===== src/rtl/flr_pkg.sv =====
// ----------------------------------------------------------------------------
// flr_pkg: shared types, codes and functions of the framed link receiver
// Framing states, result event codes, register indexes, the CRC-16/CCITT
// byte step and the structs passed between the receiver's modules.
// ----------------------------------------------------------------------------
package flr_pkg;

   localparam int unsigned BYTE_W    = 8;
   localparam int unsigned LEN_W     = 11;
   localparam int unsigned CRC_W     = 16;
   localparam int unsigned TICK_W    = 16;
   localparam int unsigned CSR_IDX_W = 3;
   localparam int unsigned CSR_DAT_W = 16;
   localparam int unsigned HDR_BYTES = 6;
   localparam int unsigned HCNT_W    = 3;

   // largest payload length a header may announce
   localparam logic [15:0] MTU_LIMIT = 16'd1024;

   localparam logic [BYTE_W-1:0] BROADCAST_ID = 8'hFF;
   localparam logic [CRC_W-1:0]  CRC_INIT     = 16'hFFFF;
   localparam logic [CRC_W-1:0]  CRC_POLY     = 16'h1021;
   localparam logic [TICK_W-1:0] TICK_MAX     = 16'hFFFF;

   // register indexes
   localparam logic [CSR_IDX_W-1:0] CSR_STATION_ID  = 3'd0;
   localparam logic [CSR_IDX_W-1:0] CSR_TIMEOUT     = 3'd1;
   localparam logic [CSR_IDX_W-1:0] CSR_START_CODE  = 3'd2;
   localparam logic [CSR_IDX_W-1:0] CSR_END_CODE    = 3'd3;
   localparam logic [CSR_IDX_W-1:0] CSR_ESCAPE_CODE = 3'd4;
   localparam logic [CSR_IDX_W-1:0] CSR_ESCAPE_XOR  = 3'd5;

   // register reset values
   localparam logic [BYTE_W-1:0] RST_STATION_ID  = 8'h00;
   localparam logic [TICK_W-1:0] RST_TIMEOUT     = 16'd100;
   localparam logic [BYTE_W-1:0] RST_START_CODE  = 8'h7E;
   localparam logic [BYTE_W-1:0] RST_END_CODE    = 8'h7F;
   localparam logic [BYTE_W-1:0] RST_ESCAPE_CODE = 8'h7D;
   localparam logic [BYTE_W-1:0] RST_ESCAPE_XOR  = 8'h20;

   typedef enum logic [2:0] {
      ST_SYNC = 3'd0,
      ST_HDR  = 3'd1,
      ST_ESC  = 3'd2,
      ST_PLD  = 3'd3,
      ST_SKIP = 3'd4
   } state_type;

   typedef enum logic [2:0] {
      EV_BYPASS   = 3'd0,
      EV_PAYLOAD  = 3'd1,
      EV_GOOD     = 3'd2,
      EV_PLD_CRC  = 3'd3,
      EV_HDR_CRC  = 3'd4,
      EV_REJECT   = 3'd5,
      EV_TIMEOUT  = 3'd6
   } event_type;

   typedef enum logic {
      FUNC_BYTE = 1'b0,
      FUNC_TICK = 1'b1
   } func_type;

   typedef struct packed {
      logic [BYTE_W-1:0] station_id;
      logic [TICK_W-1:0] timeout_ticks;
      logic [BYTE_W-1:0] start_code;
      logic [BYTE_W-1:0] end_code;
      logic [BYTE_W-1:0] escape_code;
      logic [BYTE_W-1:0] escape_xor;
   } cfg_type;

   typedef struct packed {
      event_type         event_res;
      logic [BYTE_W-1:0] data_byte;
      logic [BYTE_W-1:0] dest_id;
      logic [BYTE_W-1:0] command;
      logic [LEN_W-1:0]  payload_length;
      logic              frame_end;
   } result_type;

   // one byte of CRC-16/CCITT, msb first, no reflection
   function automatic logic [CRC_W-1:0] crc16_step(input logic [CRC_W-1:0] crc,
                                                   input logic [BYTE_W-1:0] b);
      logic [CRC_W-1:0] c;
      c = crc ^ {b, 8'h00};
      for (int i = 0; i < BYTE_W; i++) begin
         if (c[CRC_W-1]) begin
            c = {c[CRC_W-2:0], 1'b0} ^ CRC_POLY;
         end else begin
            c = {c[CRC_W-2:0], 1'b0};
         end
      end
      return c;
   endfunction

endpackage


===== src/rtl/flr_req_if.sv =====
// ----------------------------------------------------------------------------
// flr_req_if: input item channel
// Carries one received byte or one time tick per item.
// ----------------------------------------------------------------------------
interface flr_req_if;
   logic                           valid;
   logic                           ready;
   logic                           func;
   logic [flr_pkg::BYTE_W-1:0]     rx_byte;

   modport source (output valid, output func, output rx_byte, input ready);
   modport sink   (input valid, input func, input rx_byte, output ready);
endinterface


===== src/rtl/flr_rsp_if.sv =====
// ----------------------------------------------------------------------------
// flr_rsp_if: result item channel
// Carries one receiver event with its byte and header fields.
// ----------------------------------------------------------------------------
interface flr_rsp_if;
   logic                           valid;
   logic                           ready;
   logic [2:0]                     event_res;
   logic [flr_pkg::BYTE_W-1:0]     data_byte;
   logic [flr_pkg::BYTE_W-1:0]     dest_id;
   logic [flr_pkg::BYTE_W-1:0]     command;
   logic [flr_pkg::LEN_W-1:0]      payload_length;
   logic                           frame_end;

   modport source (output valid, output event_res, output data_byte, output dest_id,
                   output command, output payload_length, output frame_end,
                   input ready);
   modport sink   (input valid, input event_res, input data_byte, input dest_id,
                   input command, input payload_length, input frame_end,
                   output ready);
endinterface


===== src/rtl/flr_csr_if.sv =====
// ----------------------------------------------------------------------------
// flr_csr_if: register write channel
// Carries a register index and its write data.
// ----------------------------------------------------------------------------
interface flr_csr_if;
   logic                              valid;
   logic                              ready;
   logic [flr_pkg::CSR_IDX_W-1:0]     index;
   logic [flr_pkg::CSR_DAT_W-1:0]     data;

   modport source (output valid, output index, output data, input ready);
   modport sink   (input valid, input index, input data, output ready);
endinterface


===== src/rtl/framed_link_receiver.sv =====
// ----------------------------------------------------------------------------
// framed_link_receiver: byte-stuffed frame receiver with CRC-16/CCITT checks
// Top level: register file, frame parser and result register.
// ----------------------------------------------------------------------------
// Takes one item (a received byte or a time tick) per clock and gives at most
// one result per item, registered, in the cycle after the item is accepted. The
// parser's state, counters and CRC update in the same cycle the item is
// taken, so a new item is accepted every cycle as long as the result register
// is empty or its item is being taken by the sink. Register writes are always
// accepted and should only be issued while the receiver is idle. Outside a
// frame every byte other than the start code comes back as a bypass result;
// frames addressed to the local id or to 0xFF stream their payload bytes and
// end with a good or CRC-error verdict, other frames are skipped silently.
// ----------------------------------------------------------------------------
module framed_link_receiver #(
   parameter logic [15:0] MTU_LIMIT = flr_pkg::MTU_LIMIT
) (
   input  logic           clock,
   input  logic           reset,
   flr_req_if.sink        req_if,
   flr_rsp_if.source      rsp_if,
   flr_csr_if.sink        csr_if
);

   flr_pkg::cfg_type      cfg;
   flr_pkg::result_type   res;
   flr_pkg::result_type   out_res;
   logic                  res_valid;
   logic                  can_load;
   logic                  item_en;

   assign csr_if.ready = 1'b1;
   assign req_if.ready = can_load;
   assign item_en      = req_if.valid && can_load;

   flr_csr u_csr (
      .clock    (clock),
      .reset    (reset),
      .wr_en    (csr_if.valid),
      .wr_index (csr_if.index),
      .wr_data  (csr_if.data),
      .cfg      (cfg)
   );

   flr_parser #(
      .MTU_LIMIT (MTU_LIMIT)
   ) u_parser (
      .clock     (clock),
      .reset     (reset),
      .item_en   (item_en),
      .func      (req_if.func),
      .rx_byte   (req_if.rx_byte),
      .cfg       (cfg),
      .res_valid (res_valid),
      .res       (res)
   );

   flr_out u_out (
      .clock     (clock),
      .reset     (reset),
      .load      (item_en && res_valid),
      .res       (res),
      .out_ready (rsp_if.ready),
      .out_valid (rsp_if.valid),
      .out_res   (out_res),
      .can_load  (can_load)
   );

   assign rsp_if.event_res      = out_res.event_res;
   assign rsp_if.data_byte      = out_res.data_byte;
   assign rsp_if.dest_id        = out_res.dest_id;
   assign rsp_if.command        = out_res.command;
   assign rsp_if.payload_length = out_res.payload_length;
   assign rsp_if.frame_end      = out_res.frame_end;

endmodule


===== src/rtl/flr_csr.sv =====
// ----------------------------------------------------------------------------
// flr_csr: configuration registers
// Holds station id, timeout and framing codes; writes to unknown indexes
// are dropped.
// ----------------------------------------------------------------------------
module flr_csr (
   input  logic                            clock,
   input  logic                            reset,
   input  logic                            wr_en,
   input  logic [flr_pkg::CSR_IDX_W-1:0]   wr_index,
   input  logic [flr_pkg::CSR_DAT_W-1:0]   wr_data,
   output flr_pkg::cfg_type                cfg
);

   flr_pkg::cfg_type cfg_ff;
   flr_pkg::cfg_type cfg_in;

   always_comb begin
      cfg_in = cfg_ff;
      if (wr_en) begin
         case (wr_index)
            flr_pkg::CSR_STATION_ID:  cfg_in.station_id    = wr_data[7:0];
            flr_pkg::CSR_TIMEOUT:     cfg_in.timeout_ticks = wr_data;
            flr_pkg::CSR_START_CODE:  cfg_in.start_code    = wr_data[7:0];
            flr_pkg::CSR_END_CODE:    cfg_in.end_code      = wr_data[7:0];
            flr_pkg::CSR_ESCAPE_CODE: cfg_in.escape_code   = wr_data[7:0];
            flr_pkg::CSR_ESCAPE_XOR:  cfg_in.escape_xor    = wr_data[7:0];
            default: ;
         endcase
      end
   end

   always_ff @(posedge clock) begin
      if (reset) begin
         cfg_ff.station_id    <= flr_pkg::RST_STATION_ID;
         cfg_ff.timeout_ticks <= flr_pkg::RST_TIMEOUT;
         cfg_ff.start_code    <= flr_pkg::RST_START_CODE;
         cfg_ff.end_code      <= flr_pkg::RST_END_CODE;
         cfg_ff.escape_code   <= flr_pkg::RST_ESCAPE_CODE;
         cfg_ff.escape_xor    <= flr_pkg::RST_ESCAPE_XOR;
      end else begin
         cfg_ff <= cfg_in;
      end
   end

   assign cfg = cfg_ff;

endmodule


===== src/rtl/flr_parser.sv =====
// ----------------------------------------------------------------------------
// flr_parser: frame parser
// Framing state machine, header store, byte counters, CRC accumulator and
// idle timer. Produces at most one result per accepted item.
// ----------------------------------------------------------------------------
module flr_parser #(
   parameter logic [15:0] MTU_LIMIT = flr_pkg::MTU_LIMIT
) (
   input  logic                         clock,
   input  logic                         reset,
   input  logic                         item_en,
   input  logic                         func,
   input  logic [flr_pkg::BYTE_W-1:0]   rx_byte,
   input  flr_pkg::cfg_type             cfg,
   output logic                         res_valid,
   output flr_pkg::result_type          res
);

   flr_pkg::state_type              state_ff, state_in;
   logic [flr_pkg::BYTE_W-1:0]      hdr_ff [flr_pkg::HDR_BYTES];
   logic [flr_pkg::HCNT_W-1:0]      hcnt_ff, hcnt_in;
   logic [flr_pkg::LEN_W-1:0]       bcnt_ff, bcnt_in;
   logic [flr_pkg::LEN_W-1:0]       elen_ff, elen_in;
   logic [flr_pkg::CRC_W-1:0]       crc_ff, crc_in;
   logic [flr_pkg::BYTE_W-1:0]      crclo_ff, crclo_in;
   logic [flr_pkg::TICK_W-1:0]      idle_ff, idle_in;

   logic                            hdr_we;
   logic [flr_pkg::BYTE_W-1:0]      hdr_wdata;
   logic [flr_pkg::BYTE_W-1:0]      store_byte;
   logic                            do_store;
   logic [flr_pkg::CRC_W-1:0]       crc_step_out;
   logic [flr_pkg::BYTE_W-1:0]      crc_step_in;
   logic [flr_pkg::TICK_W-1:0]      idle_inc;
   logic [15:0]                     hdr_len;
   logic [flr_pkg::CRC_W-1:0]       hdr_crc;
   logic [flr_pkg::CRC_W-1:0]       pld_crc;

   assign hdr_len = {hdr_ff[3], hdr_ff[2]};
   assign hdr_crc = {hdr_ff[5], hdr_ff[4]};
   assign pld_crc = {rx_byte, crclo_ff};
   assign idle_inc = (idle_ff == flr_pkg::TICK_MAX) ? idle_ff : idle_ff + 1'b1;

   // one shared CRC byte step: header bytes or payload bytes, never both
   assign crc_step_in  = (state_ff == flr_pkg::ST_PLD) ? rx_byte : store_byte;
   assign crc_step_out = flr_pkg::crc16_step(crc_ff, crc_step_in);

   always_comb begin
      state_in   = state_ff;
      hcnt_in    = hcnt_ff;
      bcnt_in    = bcnt_ff;
      elen_in    = elen_ff;
      crc_in     = crc_ff;
      crclo_in   = crclo_ff;
      idle_in    = idle_ff;
      do_store   = 1'b0;
      store_byte = rx_byte;
      res_valid  = 1'b0;
      res        = '0;
      res.event_res = flr_pkg::EV_BYPASS;

      if (func == flr_pkg::FUNC_TICK) begin
         if (state_ff != flr_pkg::ST_SYNC) begin
            idle_in = idle_inc;
            if (idle_inc >= cfg.timeout_ticks) begin
               state_in      = flr_pkg::ST_SYNC;
               res_valid     = 1'b1;
               res.event_res = flr_pkg::EV_TIMEOUT;
            end
         end
      end else begin
         idle_in = '0;
         case (state_ff)
            flr_pkg::ST_SYNC: begin
               if (rx_byte == cfg.start_code) begin
                  state_in = flr_pkg::ST_HDR;
                  hcnt_in  = '0;
                  bcnt_in  = '0;
                  crc_in   = flr_pkg::CRC_INIT;
               end else begin
                  res_valid     = 1'b1;
                  res.event_res = flr_pkg::EV_BYPASS;
                  res.data_byte = rx_byte;
               end
            end
            flr_pkg::ST_HDR: begin
               if (rx_byte == cfg.start_code) begin
                  hcnt_in = '0;
                  bcnt_in = '0;
                  crc_in  = flr_pkg::CRC_INIT;
               end else if (rx_byte == cfg.escape_code) begin
                  state_in = flr_pkg::ST_ESC;
               end else if (rx_byte == cfg.end_code) begin
                  state_in = flr_pkg::ST_SYNC;
                  if (hcnt_ff != 3'(flr_pkg::HDR_BYTES)) begin
                     res_valid     = 1'b1;
                     res.event_res = flr_pkg::EV_REJECT;
                  end else if (hdr_crc != crc_ff) begin
                     res_valid     = 1'b1;
                     res.event_res = flr_pkg::EV_HDR_CRC;
                  end else if (hdr_len > MTU_LIMIT) begin
                     res_valid     = 1'b1;
                     res.event_res = flr_pkg::EV_REJECT;
                  end else begin
                     elen_in = hdr_len[flr_pkg::LEN_W-1:0];
                     bcnt_in = '0;
                     crc_in  = flr_pkg::CRC_INIT;
                     if (hdr_ff[0] == cfg.station_id || hdr_ff[0] == flr_pkg::BROADCAST_ID) begin
                        state_in = flr_pkg::ST_PLD;
                     end else begin
                        state_in = flr_pkg::ST_SKIP;
                     end
                  end
               end else begin
                  do_store = 1'b1;
               end
            end
            flr_pkg::ST_ESC: begin
               state_in = flr_pkg::ST_HDR;
               if (rx_byte == cfg.start_code) begin
                  hcnt_in = '0;
                  bcnt_in = '0;
                  crc_in  = flr_pkg::CRC_INIT;
               end else begin
                  do_store   = 1'b1;
                  store_byte = rx_byte ^ cfg.escape_xor;
               end
            end
            flr_pkg::ST_PLD: begin
               res.dest_id        = hdr_ff[0];
               res.command        = hdr_ff[1];
               res.payload_length = elen_ff;
               if (bcnt_ff < elen_ff) begin
                  crc_in        = crc_step_out;
                  bcnt_in       = bcnt_ff + 1'b1;
                  res_valid     = 1'b1;
                  res.event_res = flr_pkg::EV_PAYLOAD;
                  res.data_byte = rx_byte;
               end else if (bcnt_ff == elen_ff) begin
                  crclo_in = rx_byte;
                  bcnt_in  = bcnt_ff + 1'b1;
               end else begin
                  state_in      = flr_pkg::ST_SYNC;
                  res_valid     = 1'b1;
                  res.frame_end = 1'b1;
                  res.event_res = (pld_crc == crc_ff) ? flr_pkg::EV_GOOD
                                                      : flr_pkg::EV_PLD_CRC;
               end
            end
            flr_pkg::ST_SKIP: begin
               if ({1'b0, bcnt_ff} >= {1'b0, elen_ff} + 1'b1) begin
                  state_in = flr_pkg::ST_SYNC;
               end else begin
                  bcnt_in = bcnt_ff + 1'b1;
               end
            end
            default: begin
               state_in = flr_pkg::ST_SYNC;
            end
         endcase
      end

      // header bytes past the sixth are dropped; only the first four feed the CRC
      hdr_we    = 1'b0;
      hdr_wdata = store_byte;
      if (do_store && hcnt_ff < 3'(flr_pkg::HDR_BYTES)) begin
         hdr_we  = 1'b1;
         hcnt_in = hcnt_ff + 1'b1;
         if (hcnt_ff < 3'd4) begin
            crc_in = crc_step_out;
         end
      end
   end

   always_ff @(posedge clock) begin
      if (reset) begin
         state_ff <= flr_pkg::ST_SYNC;
         hcnt_ff  <= '0;
         bcnt_ff  <= '0;
         elen_ff  <= '0;
         crc_ff   <= flr_pkg::CRC_INIT;
         crclo_ff <= '0;
         idle_ff  <= '0;
      end else if (item_en) begin
         state_ff <= state_in;
         hcnt_ff  <= hcnt_in;
         bcnt_ff  <= bcnt_in;
         elen_ff  <= elen_in;
         crc_ff   <= crc_in;
         crclo_ff <= crclo_in;
         idle_ff  <= idle_in;
      end
   end

   always_ff @(posedge clock) begin
      for (int i = 0; i < flr_pkg::HDR_BYTES; i++) begin
         if (item_en && hdr_we && hcnt_ff == 3'(i)) begin
            hdr_ff[i] <= hdr_wdata;
         end
      end
   end

endmodule


===== src/rtl/flr_out.sv =====
// ----------------------------------------------------------------------------
// flr_out: result register
// Holds one result item until the sink takes it; a new item may load in the
// same cycle the held one leaves.
// ----------------------------------------------------------------------------
module flr_out (
   input  logic                  clock,
   input  logic                  reset,
   input  logic                  load,
   input  flr_pkg::result_type   res,
   input  logic                  out_ready,
   output logic                  out_valid,
   output flr_pkg::result_type   out_res,
   output logic                  can_load
);

   logic                  valid_ff, valid_in;
   flr_pkg::result_type   res_ff;

   assign can_load = !valid_ff || out_ready;

   always_comb begin
      valid_in = valid_ff;
      if (out_ready) begin
         valid_in = 1'b0;
      end
      if (load) begin
         valid_in = 1'b1;
      end
   end

   always_ff @(posedge clock) begin
      if (reset) begin
         valid_ff <= 1'b0;
      end else begin
         valid_ff <= valid_in;
      end
   end

   always_ff @(posedge clock) begin
      if (load) begin
         res_ff <= res;
      end
   end

   assign out_valid = valid_ff;
   assign out_res   = res_ff;

endmodule


===== src/flat_wrapper.sv =====
// flat-port wrapper written by rule: the top's interface ports become plain ports
module framed_link_receiver_flat 
#(
   parameter logic [15:0] MTU_LIMIT = flr_pkg::MTU_LIMIT
)
  (clock, reset, req_if_valid, req_if_func, req_if_rx_byte, req_if_ready, rsp_if_valid, rsp_if_event_res, rsp_if_data_byte, rsp_if_dest_id, rsp_if_command, rsp_if_payload_length, rsp_if_frame_end, rsp_if_ready, csr_if_valid, csr_if_index, csr_if_data, csr_if_ready);
  flr_req_if req_if_i ();
  flr_rsp_if rsp_if_i ();
  flr_csr_if csr_if_i ();
  input  logic clock;
  input  logic reset;
  input wire logic [$bits(req_if_i.valid)-1:0] req_if_valid;
  input wire logic [$bits(req_if_i.func)-1:0] req_if_func;
  input wire logic [$bits(req_if_i.rx_byte)-1:0] req_if_rx_byte;
  output wire logic [$bits(req_if_i.ready)-1:0] req_if_ready;
  output wire logic [$bits(rsp_if_i.valid)-1:0] rsp_if_valid;
  output wire logic [$bits(rsp_if_i.event_res)-1:0] rsp_if_event_res;
  output wire logic [$bits(rsp_if_i.data_byte)-1:0] rsp_if_data_byte;
  output wire logic [$bits(rsp_if_i.dest_id)-1:0] rsp_if_dest_id;
  output wire logic [$bits(rsp_if_i.command)-1:0] rsp_if_command;
  output wire logic [$bits(rsp_if_i.payload_length)-1:0] rsp_if_payload_length;
  output wire logic [$bits(rsp_if_i.frame_end)-1:0] rsp_if_frame_end;
  input wire logic [$bits(rsp_if_i.ready)-1:0] rsp_if_ready;
  input wire logic [$bits(csr_if_i.valid)-1:0] csr_if_valid;
  input wire logic [$bits(csr_if_i.index)-1:0] csr_if_index;
  input wire logic [$bits(csr_if_i.data)-1:0] csr_if_data;
  output wire logic [$bits(csr_if_i.ready)-1:0] csr_if_ready;
  assign req_if_i.valid = req_if_valid;
  assign req_if_i.func = req_if_func;
  assign req_if_i.rx_byte = req_if_rx_byte;
  assign req_if_ready = req_if_i.ready;
  assign rsp_if_valid = rsp_if_i.valid;
  assign rsp_if_event_res = rsp_if_i.event_res;
  assign rsp_if_data_byte = rsp_if_i.data_byte;
  assign rsp_if_dest_id = rsp_if_i.dest_id;
  assign rsp_if_command = rsp_if_i.command;
  assign rsp_if_payload_length = rsp_if_i.payload_length;
  assign rsp_if_frame_end = rsp_if_i.frame_end;
  assign rsp_if_i.ready = rsp_if_ready;
  assign csr_if_i.valid = csr_if_valid;
  assign csr_if_i.index = csr_if_index;
  assign csr_if_i.data = csr_if_data;
  assign csr_if_ready = csr_if_i.ready;
  framed_link_receiver #(.MTU_LIMIT(MTU_LIMIT)) u_core (.clock(clock), .reset(reset), .req_if(req_if_i), .rsp_if(rsp_if_i), .csr_if(csr_if_i));
endmodule

===== config.mk =====
export PLATFORM = sky130hd
export DESIGN_NAME = framed_link_receiver_flat
export DESIGN_NICKNAME = d
export VERILOG_FILES = /design/src/rtl/flr_pkg.sv /design/src/rtl/flr_req_if.sv /design/src/rtl/flr_rsp_if.sv /design/src/rtl/flr_csr_if.sv /design/src/rtl/framed_link_receiver.sv /design/src/rtl/flr_csr.sv /design/src/rtl/flr_parser.sv /design/src/rtl/flr_out.sv /design/src/flat_wrapper.sv
export SDC_FILE = /design/constraint.sdc
export NUM_CORES = 1
export LEC_CHECK = 0
export ABC_AREA = 1
export BUFFER_PORTS_ARGS = -buffer_cell sky130_fd_sc_hd__buf_4
export CAP_MARGIN = 0
export CORE_ASPECT_RATIO = 0.7
export CORE_UTILIZATION = 50
export DETAILED_ROUTE_END_ITERATION = 7
export GPL_ROUTABILITY_DRIVEN = 0
export HOLD_SLACK_MARGIN = 0.12
export PLACE_DENSITY = 0.68
export SYNTH_ARGS = -nofsm -noshare
export SYNTH_HDL_FRONTEND = slang
export SYNTH_SLANG_ARGS = --single-unit

===== constraint.sdc =====
create_clock -name clock -period 5.1 [get_ports clock]
set_input_delay 0.255 -clock clock [delete_from_list [all_inputs] [get_ports clock]]
set_output_delay 0.255 -clock clock [all_outputs]
set_load 0.01 [all_outputs]

# Word-level counts from Yosys, hierarchy flattened
# Memories as Yosys holds them, arrays and structs flattened. A register that Yosys moved wholly into a read port is not among the register bits.
# Index checks and enable logic that the tools add are counted.
[op_classes]
bitwise = 18
n_addsub = 4
eq_ne = 41
n_lt_le_gt_ge = 6
reduce_logical = 42
n_mux = 121
[ops]
columns = ["cell", "n"]
rows = [
  ["16-bit 2-to-1 mux", 14],
  ["11-bit 2-to-1 mux", 10],
  ["13-bit 2-to-1 mux", 8],
  ["3-bit 2-to-1 mux", 32],
  ["8-bit 2-to-1 mux", 11],
  ["16-bit one-hot mux with 3 select lines", 1],
  ["11-bit one-hot mux with 4 select lines", 1],
  ["8-bit OR reduction", 5],
  ["1-bit 2-to-1 mux", 37],
  ["3-bit != test (second input constant)", 11],
  ["8-bit == test", 4],
  ["3-bit inverter", 8],
  ["3-bit by 2-bit == test with 1-bit output (second input constant)", 6],
  ["9-bit AND reduction", 2],
  ["16-bit by 1-bit adder with 16-bit output (second input constant)", 1],
  ["16-bit == test", 1],
  ["16-bit == test (second input constant)", 1],
  ["16-bit greater-or-equal comparator", 1],
  ["16-bit by 11-bit greater-than comparator with 1-bit output (second input constant)", 1],
  ["16-bit != test", 1],
  ["8-bit one-hot mux with 2 select lines", 1],
  ["16-bit XOR", 1],
  ["3-bit == test (second input constant)", 5],
  ["3-bit one-hot mux with 5 select lines", 1],
  ["other kinds (32)", 68],
]
[totals]
mem_bits_rw = 48
ff_bits = 156
out_inout_bits = 42
inputBits = 33
wordCells = 252
memories = 1
[memory_table]
columns = ["name", "depth", "width", "rd", "rd_ports_with_merged_regs", "wr", "line_no", "rtl"]
rows = [
  ["u_core.u_parser.hdr_ff", 6, 8, 6, 1, 1, "flr_parser.sv:20", "logic [flr_pkg::BYTE_W-1:0] hdr_ff [flr_pkg::HDR_BYTES];"],
]

# Depth between registers and ports, before layout
[depth]
depth_word = 27
mapped_depth = 26
depth_no_buf = 26

# Cells and area by module
# Synthesis repeated with hierarchy kept, for this count alone.
[hier_totals]
hier_cells = 1490
hier_area_um2 = 11508.5
[modules_own_cells]
columns = ["mod", "cells_each", "instances", "area_each_um2"]
rows = [
  ["flr_parser", 1128, 1, 8070.2],
  ["flr_csr", 312, 1, 2195.9],
  ["flr_out", 44, 1, 1213.7],
  ["framed_link_receiver", 6, 1, 28.8],
]

# Least setup slack after synthesis
# No wires, ideal clock.
[synth_timing]
path_type = "flip-flop to flip-flop"
start = "register u_core.u_parser.idle_ff[0] (netlist bit)"
end = "register u_core.u_out.res_ff, in the netlist u_core.u_out.out_res[0] (enable)"
path_buffers = 0
synth_period_minus_slack_ps = 3744
setup_ps = 394
required_time_ps = 4706
arrival_time_ps = 3351
slack_ps = 1356
path_stages_with_launch = 21
path_cell_list = "dfxtp_1 > ha_1 > nand2_1 > nor2_1 > nand3_1 > nor2_1 > nand2_1 > nor3_4 > nand2_2 > inv_2 > nor2_1 > xor2_1 > ha_1 > nand2_1 > nor3_1 > nand3_1 > nand3_1 > nand2_1 > nand2_1 > nand3_1 > inv_1"
[synth_between]
elab_chain_cells = 7
word_cells_on_any_way = 8
[synth_rtl]
columns = ["item", "line_no", "rtl"]
rows = [
  ["start, declared", "flr_parser.sv:26", "logic [flr_pkg::TICK_W-1:0] idle_ff, idle_in;"],
  ["start signal, assigned", "flr_parser.sv:191", "idle_ff <= idle_in;"],
  ["16-bit by 1-bit adder with 16-bit output or 16-bit == test (tied branches)", "flr_parser.sv:42", "assign idle_inc = (idle_ff == flr_pkg::TICK_MAX) ? idle_ff : idle_ff + 1'b1;"],
  ["16-bit 2-to-1 mux (*)", "flr_parser.sv:42", ""],
  ["16-bit greater-or-equal comparator (*)", "flr_parser.sv:65", "if (idle_inc >= cfg.timeout_ticks) begin"],
  ["1-bit 2-to-1 mux (*)", "flr_parser.sv:65", ""],
  ["1-bit 2-to-1 mux (*)", "flr_parser.sv:63", "if (state_ff != flr_pkg::ST_SYNC) begin"],
  ["1-bit 2-to-1 mux (*)", "flr_parser.sv:62", "if (func == flr_pkg::FUNC_TICK) begin"],
  ["1-bit logical AND (*)", "framed_link_receiver.sv:61", ".load (item_en && res_valid),"],
  ["via u_core.u_out.load", "flr_out.sv:9", "input logic load,"],
  ["end signal, assigned", "flr_out.sv:42", "res_ff <= res;"],
  ["end, declared", "flr_out.sv:18", "flr_pkg::result_type res_ff;"],
]
# The timed path passes the listed nets; every way through them passes the cells marked *.
# A chain may end at the register's enable or synchronous reset.

# Final worst setup path
[layout_timing]
start = "register u_core.u_parser.idle_ff[0] (netlist bit)"
end = "register u_core.u_out.res_ff, in the netlist u_core.u_out.out_res[5] (enable)"
# Same word-level chain as after synthesis.

==> summary.md <==
| Metric | Value |
|---|---|
| Status | `finished, final reports clean` |
| Post-synth top cells | `334 x nand2_1, 179 x nor2_1, 169 x inv_1, 125 x dfxtp_1, 119 x a21oi_1` |
| Mapped Area | `11680 sq um` |
| H-tree levels | `1` |
| Mapped Cells | `1510` |
| GR Overflow Total | `0` |
| Cells on worst reg2reg path | `22` |
| # nets final | `1664` |
| Crit Reg-Reg Startpoint | `u_core.u_parser.idle_ff[0]` |
| Core Util, Final | `0.5857` |
| Ports | `75` |
| CTS sink cnt | `212` |
| CTS max path bufs | `3` |
| Startpoint types | `flip-flop` |
| Post-synth EDFFs | `87` |
| Post-CTS setup buffer count | `0` |
| Max-slew violation count | `0` |
| Hold_ws | `0.1436 ns` |
| First-pass DRT Iterations | `5` |
| Total chip power | `4.178 mW` |
| Initial Utilization | `0.5126` |
| Cts repair resizes | `0` |
| Num CTS Buffers | `22` |
| Final std cells w/o fill | `1913` |
| Layout fillers | `2094` |
| Final worst slack | `1.031 ns` |
| Peak Freq | `245.7 MHz` |
| Post-DR wirelength/cell | `16.60 um` |
| Die H | `129.9 um` |
| Worst-skew pair later-pin latency | `0.52 ns` |
| Reg area | `5115 sq um` |
| Ant. Diodes | `0` |
| DRT iter0 DRCs | `931` |
| Final Hold Fails | `0` |
| Synth unique cells | `52` |
| Die area | `23990 sq um` |
| Hold_sp | `req_if_rx_byte[6]` |
| Pin count of the biggest net entering global routing | `80` |
| Worst Clk Skew | `0.01418 ns` |
| Top FF cell, synth | `dfxtp_1` |
| Worst Setup Path Type | `reg2reg` |
| HP Class | `in2reg` |
| R2R Setup Slk | `1.03 ns` |
| Layout cell share with drive strength beyond 1 | `0.1068` |
| DP HPWL | `22.51 mm` |
| Detailed Route WL | `31.76 mm` |
| Syn_nets | `1589` |
| Fin Setup TNS | `0 ns` |
| WP data required | `5.25 ns` |
| Leading area contributor after synthesis | `edfxtp_1` |
| Vias in the first global route | `9117` |
| Hold Path Depth | `3` |
| Placed cell area | `12420 sq um` |
| Final worst path period need | `4.069 ns` |
| Layout area overhead | `14.27%` |
| FFs w/ async S/R, synth | `0` |
| Die X | `184.7 um` |
| Via count | `10260` |
| PortBufs | `73` |
| Final ANT Viol Nets | `0` |
| Cell leakage power | `5.749 nW` |
| Placeable Area | `22790 sq um` |
| Pwr Density | `313.0 nW/um^2` |
| Setup crit end | `u_core.u_out.out_res[5]` |
| Worst vdd ir | `252.0 uV` |
| Post-synthesis sequential area ratio | `0.4378` |
| Total GRT Usage | `0.2654` |
| Worst setup EP type | `flip-flop` |
| Crit path max fanout | `36` |
| RSZ-0062 raised after global routing | `false` |
| Pre-CTS setup slack | `1.112 ns` |
| Post-DR vias/cell | `5.362` |
| FP Rows | `46` |
| CTS root buf | `clkbuf_16` |
| Slew margin rel. | `0.2051` |
| Inst Count DP | `1854` |
| R2R Path End | `u_core.u_out.out_res[5]` |
| Cell with the most instances after synthesis | `nand2_1` |
| Area of the multi-input gates | `5605 sq um` |
| Clock transition at path regs | `0.06 ns` |
| Final count of negative-setup-slack endpoints | `0` |
| First-pass GRT wire length | `49.16 mm` |
| Synth top area cells | `edfxtp_1 22%, dfxtp_1 21%, nand2_1 11%` |
| Worst setup path startpoint | `u_core.u_parser.idle_ff[0]` |
| Synth Register Bits | `212` |
| Tightest Pin Transition | `1.188 ns` |
| Period utilisation layout | `0.7979` |
| Final Cell Area | `13350 sq um` |
| DRC | `0` |
| TritonCTS clock tree | `yes` |
| Average size of a mapped cell | `7.737 sq um` |
| Synth top area share | `0.2236` |
| Post-CTS Hold Buffers | `19` |
| Initial antenna violation count | `0` |
| Max-cap viol count | `0` |
| Critical path data arrival time | `4.22 ns` |
| Ys Warns | `0` |
## cells in the final DEF, fill, tap and decap left out, types with 19 or more instances in the layout
master	n
nand2_1	334
nor2_1	179
inv_1	168
dfxtp_1	125
a21oi_1	119
edfxtp_1	87
o21ai_0	85
buf_4	83
nand3_1	79
xor2_1	51
ha_1	46
xnor2_1	30
nor3_1	27
clkbuf_16	23
dlygate4sd3_1	19
## cell type report
| type | instances | area share |
|---|---|---|
| multi-input combinational | 1064 | 0.4199 |
| sequential | 212 | 0.3832 |
| timing repair buffer | 102 | 0.06092 |
| inverter | 183 | 0.05174 |
| clock buffer | 30 | 0.04508 |
| tap | 312 | 0.02924 |
| clock inverter | 10 | 0.009935 |
## layer usage
layer,routed length [um],GRT usage,up-vias
li1,-,-,5077
met1,15230,0.4010,4656
met2,12660,0.3794,463
met3,3128,0.05275,61
met4,741,0.07973,0
met5,0,0,-
## worst max-delay path: stages, from the launching register on
cell	delay, ns
dfxtp_1	0.40
ha_1	0.21
nand2_1	0.07
nor2_1	0.09
nand3_1	0.13
nor2_1	0.19
nand2_1	0.17
nor3_4	0.21
nand2_2	0.20
nand2_1	0.15
xor2_1	0.10
ha_1	0.31
nand2_1	0.06
o21ai_0	0.25
nand2_1	0.08
o211ai_1	0.10
nand2_1	0.07
nand3_1	0.09
nand2_1	0.07
nand2_1	0.08
nand3_1	0.10
clkinv_1	0.13
buf_4	0.43
## sequential cells by signal (all words and copies together) (netlist names)
register and cells:
u_core.u_parser.crclo_ff 8, u_core.u_parser.state_ff 3, u_core.u_parser.elen_ff 11, u_core.u_out.out_valid 1
u_core.u_csr.cfg 56, u_core.u_parser.crc_ff 16, u_core.u_parser.hdr_ff 48, u_core.u_out.out_res 39
u_core.u_parser.idle_ff 16, u_core.u_parser.bcnt_ff 11, u_core.u_parser.hcnt_ff 3
## cells by family after synthesis
| group | synth area share |
|---|---|
| buf+inv | 0.08236 |
| simple gates | 0.2578 |
| flops | 0.4378 |
| fa+ha+maj | 0.04927 |
| compound gates | 0.1103 |
| other cells | 0.0003210 |
| xor+xnor | 0.06212 |
## power by group
part | switching (mW) | leakage [nW] | internal [mW] | total (mW)
clock | 0.682 | 0.353 | 0.982 | 1.66
combinational | 0.406 | 3.57 | 0.217 | 0.623
sequential | 0.0683 | 1.82 | 1.82 | 1.89
## worst min-delay path by stage
stage / to / slack [ns]
global placement: u_core.u_csr.cfg[0] / 0.44
floorplan: u_core.u_csr.cfg[10] / 0.38
global route: u_core.u_parser.crclo_ff[6] / 0.15
CTS: u_core.u_parser.crclo_ff[4] / 0.14
finish: u_core.u_parser.crclo_ff[6] / 0.14
detailed placement: u_core.u_csr.cfg[3] / 0.45
Note: power is estimated with default switching activity, not from simulation.
